[config.mk]
export PLATFORM = sky130hd
export DESIGN_NAME = http_status_line_parser_top
export DESIGN_NICKNAME = d
export VERILOG_FILES = /design/src/rtl/core/hsp_pkg.sv /design/src/rtl/core/hsp_parse.sv /design/src/rtl/core/http_status_line_parser_top.sv
export SDC_FILE = /design/constraint.sdc
export NUM_CORES = 1
export LEC_CHECK = 0
export BUFFER_PORTS_ARGS = -buffer_cell sky130_fd_sc_hd__buf_2
export CAP_MARGIN = 20
export CELL_PAD_IN_SITES_DETAIL_PLACEMENT = 1
export CELL_PAD_IN_SITES_GLOBAL_PLACEMENT = 2
export CORE_MARGIN = 4
export CORE_UTILIZATION = 34
export DETAILED_ROUTE_END_ITERATION = 8
export GPL_ROUTABILITY_DRIVEN = 1
export PLACE_DENSITY_LB_ADDON = 0.05
export SLEW_MARGIN = 5
export SYNTH_ARGS = -nofsm -noshare
export SYNTH_HDL_FRONTEND = slang
export SYNTH_SLANG_ARGS = --single-unit
[constraint.sdc]
create_clock -name clock -period 3.26 [get_ports clock]
set_input_delay 0.163 -clock clock [delete_from_list [all_inputs] [get_ports clock]]
set_output_delay 0.163 -clock clock [all_outputs]
set_load 0.05 [all_outputs]
[src/rtl/core/hsp_pkg.sv]
// Shared types and constants for the HTTP status line parser.
// No dependencies; imported by hsp_parse, http_status_line_parser_top and tb.
package hsp_pkg;

   localparam int LineBytesDefault = 1024;
   localparam int OffWidth         = 10;
   localparam int CodeWidth        = 10;

   typedef enum logic [3:0] {
      PH_H            = 4'd0,
      PH_T1           = 4'd1,
      PH_T2           = 4'd2,
      PH_P            = 4'd3,
      PH_SLASH        = 4'd4,
      PH_MAJOR_FIRST  = 4'd5,
      PH_MAJOR        = 4'd6,
      PH_MINOR_FIRST  = 4'd7,
      PH_MINOR        = 4'd8,
      PH_STATUS       = 4'd9,
      PH_AFTER_STATUS = 4'd10,
      PH_TEXT         = 4'd11,
      PH_ALMOST       = 4'd12
   } phase_type;

   typedef enum logic [1:0] {
      FIN_NONE = 2'd0,
      FIN_DONE = 2'd1,
      FIN_BAD  = 2'd2
   } fin_type;

   typedef struct packed {
      phase_type             phase;
      logic [CodeWidth-1:0]  code;
      logic [1:0]            count;
      logic [OffWidth-1:0]   offset;
      logic [OffWidth-1:0]   start_off;
      logic [OffWidth-1:0]   end_off;
      fin_type               fin;
   } parse_state_type;

   localparam parse_state_type StateClear = '{
      phase:     PH_H,
      code:      '0,
      count:     '0,
      offset:    '0,
      start_off: '0,
      end_off:   '0,
      fin:       FIN_NONE
   };

   localparam logic [7:0] CharH     = 8'h48;
   localparam logic [7:0] CharT     = 8'h54;
   localparam logic [7:0] CharP     = 8'h50;
   localparam logic [7:0] CharSlash = 8'h2F;
   localparam logic [7:0] CharDot   = 8'h2E;
   localparam logic [7:0] CharSpace = 8'h20;
   localparam logic [7:0] CharZero  = 8'h30;
   localparam logic [7:0] CharOne   = 8'h31;
   localparam logic [7:0] CharNine  = 8'h39;
   localparam logic [7:0] CharCr    = 8'h0D;
   localparam logic [7:0] CharLf    = 8'h0A;

   localparam logic [1:0] DigitsFull = 2'd3;

endpackage

[src/rtl/core/hsp_parse.sv]
// Next-state logic of the status line parser: one byte against the current state.
// Depends on hsp_pkg.
module hsp_parse #(
   parameter int OFF_LIMIT = 1023
) (
   input  hsp_pkg::parse_state_type cur_state,
   input  logic [7:0]               byte_value,
   input  logic                     line_start,
   output hsp_pkg::parse_state_type nxt_state
);
   import hsp_pkg::*;

   localparam logic [OffWidth-1:0] OffLimit = OffWidth'(OFF_LIMIT);

   parse_state_type base;
   logic            is_digit;
   logic [OffWidth-1:0] pos;

   always_comb begin
      base     = line_start ? StateClear : cur_state;
      is_digit = (byte_value >= CharZero) && (byte_value <= CharNine);
      pos      = base.offset;
   end

   always_comb begin
      parse_state_type nxt;
      logic bad;
      nxt = base;
      bad = 1'b0;
      if (base.fin == FIN_NONE) begin
         if (base.offset < OffLimit) begin
            nxt.offset = base.offset + OffWidth'(1);
         end
         unique case (base.phase)
            PH_H: begin
               if (byte_value == CharH) nxt.phase = PH_T1; else bad = 1'b1;
            end
            PH_T1: begin
               if (byte_value == CharT) nxt.phase = PH_T2; else bad = 1'b1;
            end
            PH_T2: begin
               if (byte_value == CharT) nxt.phase = PH_P; else bad = 1'b1;
            end
            PH_P: begin
               if (byte_value == CharP) nxt.phase = PH_SLASH; else bad = 1'b1;
            end
            PH_SLASH: begin
               if (byte_value == CharSlash) nxt.phase = PH_MAJOR_FIRST; else bad = 1'b1;
            end
            PH_MAJOR_FIRST: begin
               if (byte_value >= CharOne && byte_value <= CharNine) begin
                  nxt.phase = PH_MAJOR;
               end else begin
                  bad = 1'b1;
               end
            end
            PH_MAJOR: begin
               if (byte_value == CharDot) nxt.phase = PH_MINOR_FIRST;
               else if (!is_digit) bad = 1'b1;
            end
            PH_MINOR_FIRST: begin
               if (is_digit) nxt.phase = PH_MINOR; else bad = 1'b1;
            end
            PH_MINOR: begin
               if (byte_value == CharSpace) nxt.phase = PH_STATUS;
               else if (!is_digit) bad = 1'b1;
            end
            PH_STATUS: begin
               // skip spaces before and among the digits
               if (byte_value != CharSpace) begin
                  if (!is_digit) begin
                     bad = 1'b1;
                  end else begin
                     if (base.count == 2'd0) nxt.start_off = pos;
                     // code * 10 + digit, wrapped to the code width
                     nxt.code = {base.code[CodeWidth-4:0], 3'b000}
                              + {base.code[CodeWidth-2:0], 1'b0}
                              + {{(CodeWidth-4){1'b0}}, byte_value[3:0]};
                     nxt.count = base.count + 2'd1;
                     if (nxt.count == DigitsFull) nxt.phase = PH_AFTER_STATUS;
                  end
               end
            end
            PH_AFTER_STATUS: begin
               if (byte_value == CharSpace || byte_value == CharDot) begin
                  nxt.phase = PH_TEXT;
               end else if (byte_value == CharCr) begin
                  nxt.end_off = pos;
                  nxt.phase   = PH_ALMOST;
               end else if (byte_value == CharLf) begin
                  nxt.end_off = pos;
                  nxt.fin     = FIN_DONE;
               end else begin
                  bad = 1'b1;
               end
            end
            PH_TEXT: begin
               if (byte_value == CharCr) begin
                  nxt.end_off = pos;
                  nxt.phase   = PH_ALMOST;
               end else if (byte_value == CharLf) begin
                  nxt.end_off = pos;
                  nxt.fin     = FIN_DONE;
               end
            end
            PH_ALMOST: begin
               if (byte_value == CharLf) nxt.fin = FIN_DONE; else bad = 1'b1;
            end
            default: begin
               bad = 1'b1;
            end
         endcase
         if (bad) nxt.fin = FIN_BAD;
      end
      nxt_state = nxt;
   end

endmodule

[src/rtl/core/http_status_line_parser_top.sv]
// Top level of the HTTP status line parser: state and result registers.
// Depends on hsp_pkg and hsp_parse.
//
//   channel  direction  handshake               payload
//   req_     in         req_valid / req_ready   byte_value, line_start
//   rsp_     out        rsp_valid / rsp_ready   outcome, status_code, code_valid,
//                                               code_start, line_end
//
// One request per cycle while req_ready is high; each yields its response in the
// next cycle from the result register. The parser state register closes the only
// loop, one byte deep. req_ready drops only while a response is held and rsp_ready
// is low. Reset clears the parser to expect 'H' and empties the result register.
module http_status_line_parser_top #(
   parameter int LINE_BYTES = hsp_pkg::LineBytesDefault
) (
   input  logic                          clock,
   input  logic                          reset,
   input  logic                          req_valid,
   output logic                          req_ready,
   input  logic [7:0]                    req_byte_value,
   input  logic                          req_line_start,
   output logic                          rsp_valid,
   input  logic                          rsp_ready,
   output logic [1:0]                    rsp_outcome,
   output logic [hsp_pkg::CodeWidth-1:0] rsp_status_code,
   output logic                          rsp_code_valid,
   output logic [hsp_pkg::OffWidth-1:0]  rsp_code_start,
   output logic [hsp_pkg::OffWidth-1:0]  rsp_line_end
);
   import hsp_pkg::*;

   localparam int OffLimit = (LINE_BYTES - 1 > 1023) ? 1023 : LINE_BYTES - 1;

   parse_state_type state_ff, state_in;
   logic            rsp_valid_ff;
   logic [1:0]      outcome_ff;
   logic [CodeWidth-1:0] code_ff;
   logic            code_valid_ff;
   logic [OffWidth-1:0]  code_start_ff, line_end_ff;
   logic            accept;

   hsp_parse #(
      .OFF_LIMIT (OffLimit)
   ) u_parse (
      .cur_state  (state_ff),
      .byte_value (req_byte_value),
      .line_start (req_line_start),
      .nxt_state  (state_in)
   );

   assign req_ready = !rsp_valid_ff || rsp_ready;
   assign accept    = req_valid && req_ready;

   always_ff @(posedge clock) begin
      if (reset) begin
         state_ff     <= StateClear;
         rsp_valid_ff <= 1'b0;
      end else begin
         if (accept) begin
            state_ff     <= state_in;
            rsp_valid_ff <= 1'b1;
         end else if (rsp_ready) begin
            rsp_valid_ff <= 1'b0;
         end
      end
   end

   // result payload, loaded with each request
   always_ff @(posedge clock) begin
      if (accept) begin
         outcome_ff    <= state_in.fin;
         code_ff       <= state_in.code;
         code_valid_ff <= (state_in.count == DigitsFull);
         code_start_ff <= state_in.start_off;
         line_end_ff   <= state_in.end_off;
      end
   end

   assign rsp_valid       = rsp_valid_ff;
   assign rsp_outcome     = outcome_ff;
   assign rsp_status_code = code_ff;
   assign rsp_code_valid  = code_valid_ff;
   assign rsp_code_start  = code_start_ff;
   assign rsp_line_end    = line_end_ff;

endmodule

==> impl_metrics.json <==
{
  "timing.rr.end": "rsp_status_code[8]$_DFFE_PP_",
  "port_buffers": 47,
  "synthFlopType": "dfxtp_1",
  "htreeDepth": 3,
  "rsz0062_at_grt": "false",
  "status": "complete, no violations",
  "syn_to_final_growth_pct": 15.4,
  "synth_cells": 552,
  "fin_util_pct": 40.0,
  "min_period_over_period_pct": 80.7,
  "yosysSeqAreaShare_pct": 41.1,
  "synth.distinct_cells": 61,
  "postCtsSetupBuffers": 0,
  "num_io_pins": 48,
  "worstSetupEndpointType": "flip-flop",
  "drive_gt1_share_pct": 16.2,
  "final-hold-violation-count": 0,
  "min_path_type": "in -> reg",
  "cts_tree": "built",
  "grt_pass1_vias": 4506,
  "ant_nets": 0,
  "slew_headroom_pct": 38.3,
  "cpMaxStageDelayCell": "fa_1",
  "grt_pass1_wl_um": 24600,
  "final.setup.worst_slack_ns": 0.628,
  "hold_start": "req_valid",
  "clock_skew_ns": 0.0148,
  "syn-cell-area_mm2": 0.00480,
  "wl_per_cell_um": 18.8,
  "cp-start-kind": "flip-flop",
  "placed_area_mm2": 0.00525,
  "start_util_pct": 34.7,
  "max_freq_ghz": 0.380,
  "ys_warn_count": 0,
  "maxCapViolCount": 0,
  "cts_buffers": 9,
  "drt_first_pass_iters": 4,
  "nNetsFinal": 624,
  "crit_required_ns": 3.36,
  "cp.arrival_ns": 2.73,
  "placement_rows": 43,
  "cts_resized": 0,
  "cts_buffer_depth": 2,
  "overflow": 0,
  "core_region_area_mm2": 0.0138,
  "fin_area_mm2": 0.00554,
  "die-width_um": 127,
  "ir_worst_vdd_mv": 0.301,
  "path_max_fanout": 4,
  "p_leak_nw": 2.08,
  "tns_ns": 0,
  "cts_sinks": 82,
  "dp.cells": 761,
  "synth_edf_count": 33,
  "antenna_cells": 0,
  "vias": 4298,
  "cts_root_buf": "clkbuf_16",
  "die_h_um": 127,
  "vias_per_cell": 5.53,
  "period_needed_ns": 2.63,
  "drt_iter0_drc": 212,
  "max_stage_delay_ns": 0.53,
  "reg2reg_from": "state_ff[36]$_SDFFE_PP0P_",
  "r2r.worst_path.cells": 10,
  "dp_slack_ns": 0.562,
  "dieArea_mm2": 0.0161,
  "fill_cells": 1645,
  "antenna_found_initial": 0,
  "whs_endpoint": "rsp_valid$_SDFFE_PP0P_",
  "syn-mean-instance-area_um2": 8.69,
  "slew_violations": 0,
  "grt_max_degree": 48,
  "cpMostUsedCell": "fa_1",
  "ys_ff_latch": 82,
  "power_mw": 2.47,
  "hold_ws_ns": 0.0631,
  "crit_chain": "nand2_1 -> fa_1 -> inv_1 -> fa_1 -> a21o_1 -> a21oi_1 -> nor2b_1 -> o22ai_1 -> xor2_1 -> mux2i_1",
  "grt_util_all_layers_pct": 19.0,
  "clk_pin_slew_ns": 0.06,
  "worstMarginPinSlew_ns": 0.926,
  "syn_nets": 584,
  "instances_no_fill": 777,
  "crit_type": "reg -> reg",
  "routed_wl_um": 14600,
  "remaining_drc_errors": 0,
  "r2r_slack_ns": 0.63,
  "gp_congestion": 0.837,
  "hold_path_depth": 3,
  "insertion_delay_ns": 0.35,
  "synth-async-reset-ratio_pct": 0,
  "ctsHoldBuffers": 0,
  "dpl.hpwl_um": 10000,
  "setup_viol": 0,
  "power.density_mw_per_mm2": 446
}
==> registers in the layout, indices dropped and copies added, names as in the netlist <==
| register | cells |
|---|---|
| rsp_status_code | 10 |
| rsp_code_valid | 1 |
| state_ff | 48 |
| rsp_line_end | 10 |
| rsp_code_start | 10 |
| rsp_outcome | 2 |
| rsp_valid | 1 |
==> how the worst max path moves through the flow <==
stage	start	end	slack (ns)
after floorplan	rsp_valid$_SDFFE_PP0P_	rsp_code_start[0]$_DFFE_PP_	0.13
after global placement	req_line_start	rsp_status_code[8]$_DFFE_PP_	0.60
after detailed placement	req_line_start	rsp_status_code[8]$_DFFE_PP_	0.56
after CTS	state_ff[36]$_SDFFE_PP0P_	rsp_status_code[7]$_DFFE_PP_	0.61
after global routing	state_ff[36]$_SDFFE_PP0P_	rsp_status_code[7]$_DFFE_PP_	0.41
final	state_ff[36]$_SDFFE_PP0P_	rsp_status_code[8]$_DFFE_PP_	0.63
==> kinds of logic after synthesis <==
| kind of cell | after synthesis | synth area share, % |
|---|---|---|
| adder cells (fa/ha/maj) | 19 | 5.27 |
| AO/OA/AOI/OAI | 139 | 19.6 |
| buffers and inverters | 46 | 3.70 |
| multiplexers | 9 | 2.06 |
| XOR/XNOR | 14 | 2.56 |
| flip-flops | 82 | 41.1 |
| AND/OR/NAND/NOR | 243 | 25.7 |
==> layout by cell type (no fill, tap or decap), types with 4 or more instances in the layout <==
cell type	synthesis	final
a21oi_1	31	31
nor2b_1	20	20
o31ai_1	4	4
a211oi_1	13	13
inv_1	13	12
xor2_1	4	4
nand3_1	9	9
nor3_1	14	14
nor2_1	78	78
clkbuf_16	0	9
a32oi_1	5	5
buf_2	4	47
o2bb2ai_1	8	8
buf_4	0	14
a21o_1	4	4
a22oi_1	8	8
xnor2_1	10	10
nand3b_1	7	7
nor3b_1	4	4
o22ai_1	11	11
nor4_1	5	5
mux2i_1	5	5
nand4_1	11	11
and3_1	4	4
nand2b_1	7	7
o21ai_0	19	19
o21a_1	10	10
edfxtp_1	33	33
ha_1	17	17
nand2_1	67	67
dfxtp_1	49	49
==> cells in the mapped netlist, types with 3 or more instances <==
master	instances	area, µm²
and3_1	4	25.0
o22ai_1	11	68.8
nand2b_1	7	43.8
a211oi_1	13	97.6
edfxtp_1	33	991
clkbuf_1	29	109
nand2_1	67	251
ha_1	17	213
mux2_2	3	33.8
o2bb2ai_1	8	70.1
nor3_1	14	70.1
o21a_1	10	75.1
inv_1	13	48.8
a22oi_1	8	60.1
dfxtp_1	49	981
a311oi_1	3	26.3
o211ai_1	3	22.5
a32oi_1	5	43.8
o21ai_0	19	95.1
nor3b_1	4	30.0
nand3b_1	7	52.6
xor2_1	4	35.0
nor2_1	78	293
buf_2	4	20.0
a21oi_1	31	155
mux2i_1	5	50.1
a21o_1	4	30.0
nor2b_1	20	125
nor4_1	5	31.3
nand3_1	9	45.0
o31ai_1	4	30.0
nand4_1	11	68.8
a31oi_1	3	18.8
xnor2_1	10	87.6
==> critical path, delay by kind of cell (launching register included) <==
kind | cells | cell delay, ns
and+or+nand+nor | 2 | 0.21
muxes | 1 | 0.10
buffers and inverters | 1 | 0.07
DFF | 1 | 0.32
xor gates and xnor gates | 1 | 0.20
AOI/OAI and AO/OA | 3 | 0.50
adders and majority gates | 2 | 0.98
==> area by class of cell <==
type / instances / area [µm²] / area share [%]
clock buffer: 12 / 256 / 4.63
tap: 180 / 225 / 4.07
clock inverter: 4 / 26.3 / 0.475
timing repair buffer: 62 / 360 / 6.51
sequential: 82 / 1970 / 35.6
multi-input combinational: 424 / 2650 / 47.8
inverter: 13 / 48.8 / 0.881
==> power by group <==
| part | total [mW] | leakage [nW] | internal, mW | switching (mW) |
|---|---|---|---|---|
| Sequential | 1.13 | 0.729 | 1.11 | 0.0238 |
| Clock | 0.992 | 0.139 | 0.557 | 0.435 |
| Combinational | 0.346 | 1.21 | 0.0949 | 0.252 |
| Total | 2.47 | 2.08 | 1.76 | 0.711 |
==> routing by layer <==
| metal | share of wire [%] | track usage, % | up-vias | wire length [µm] |
|---|---|---|---|---|
| met5 | 0 | 0 | - | 0 |
| met4 | 0.99 | 5.11 | 0 | 145 |
| met2 | 46 | 30.9 | 58 | 6680 |
| li1 | - | - | 2093 | - |
| met3 | 3.1 | 3.20 | 10 | 456 |
| met1 | 50 | 26.3 | 2137 | 7340 |
Note: power is estimated with default switching activity, not from simulation.
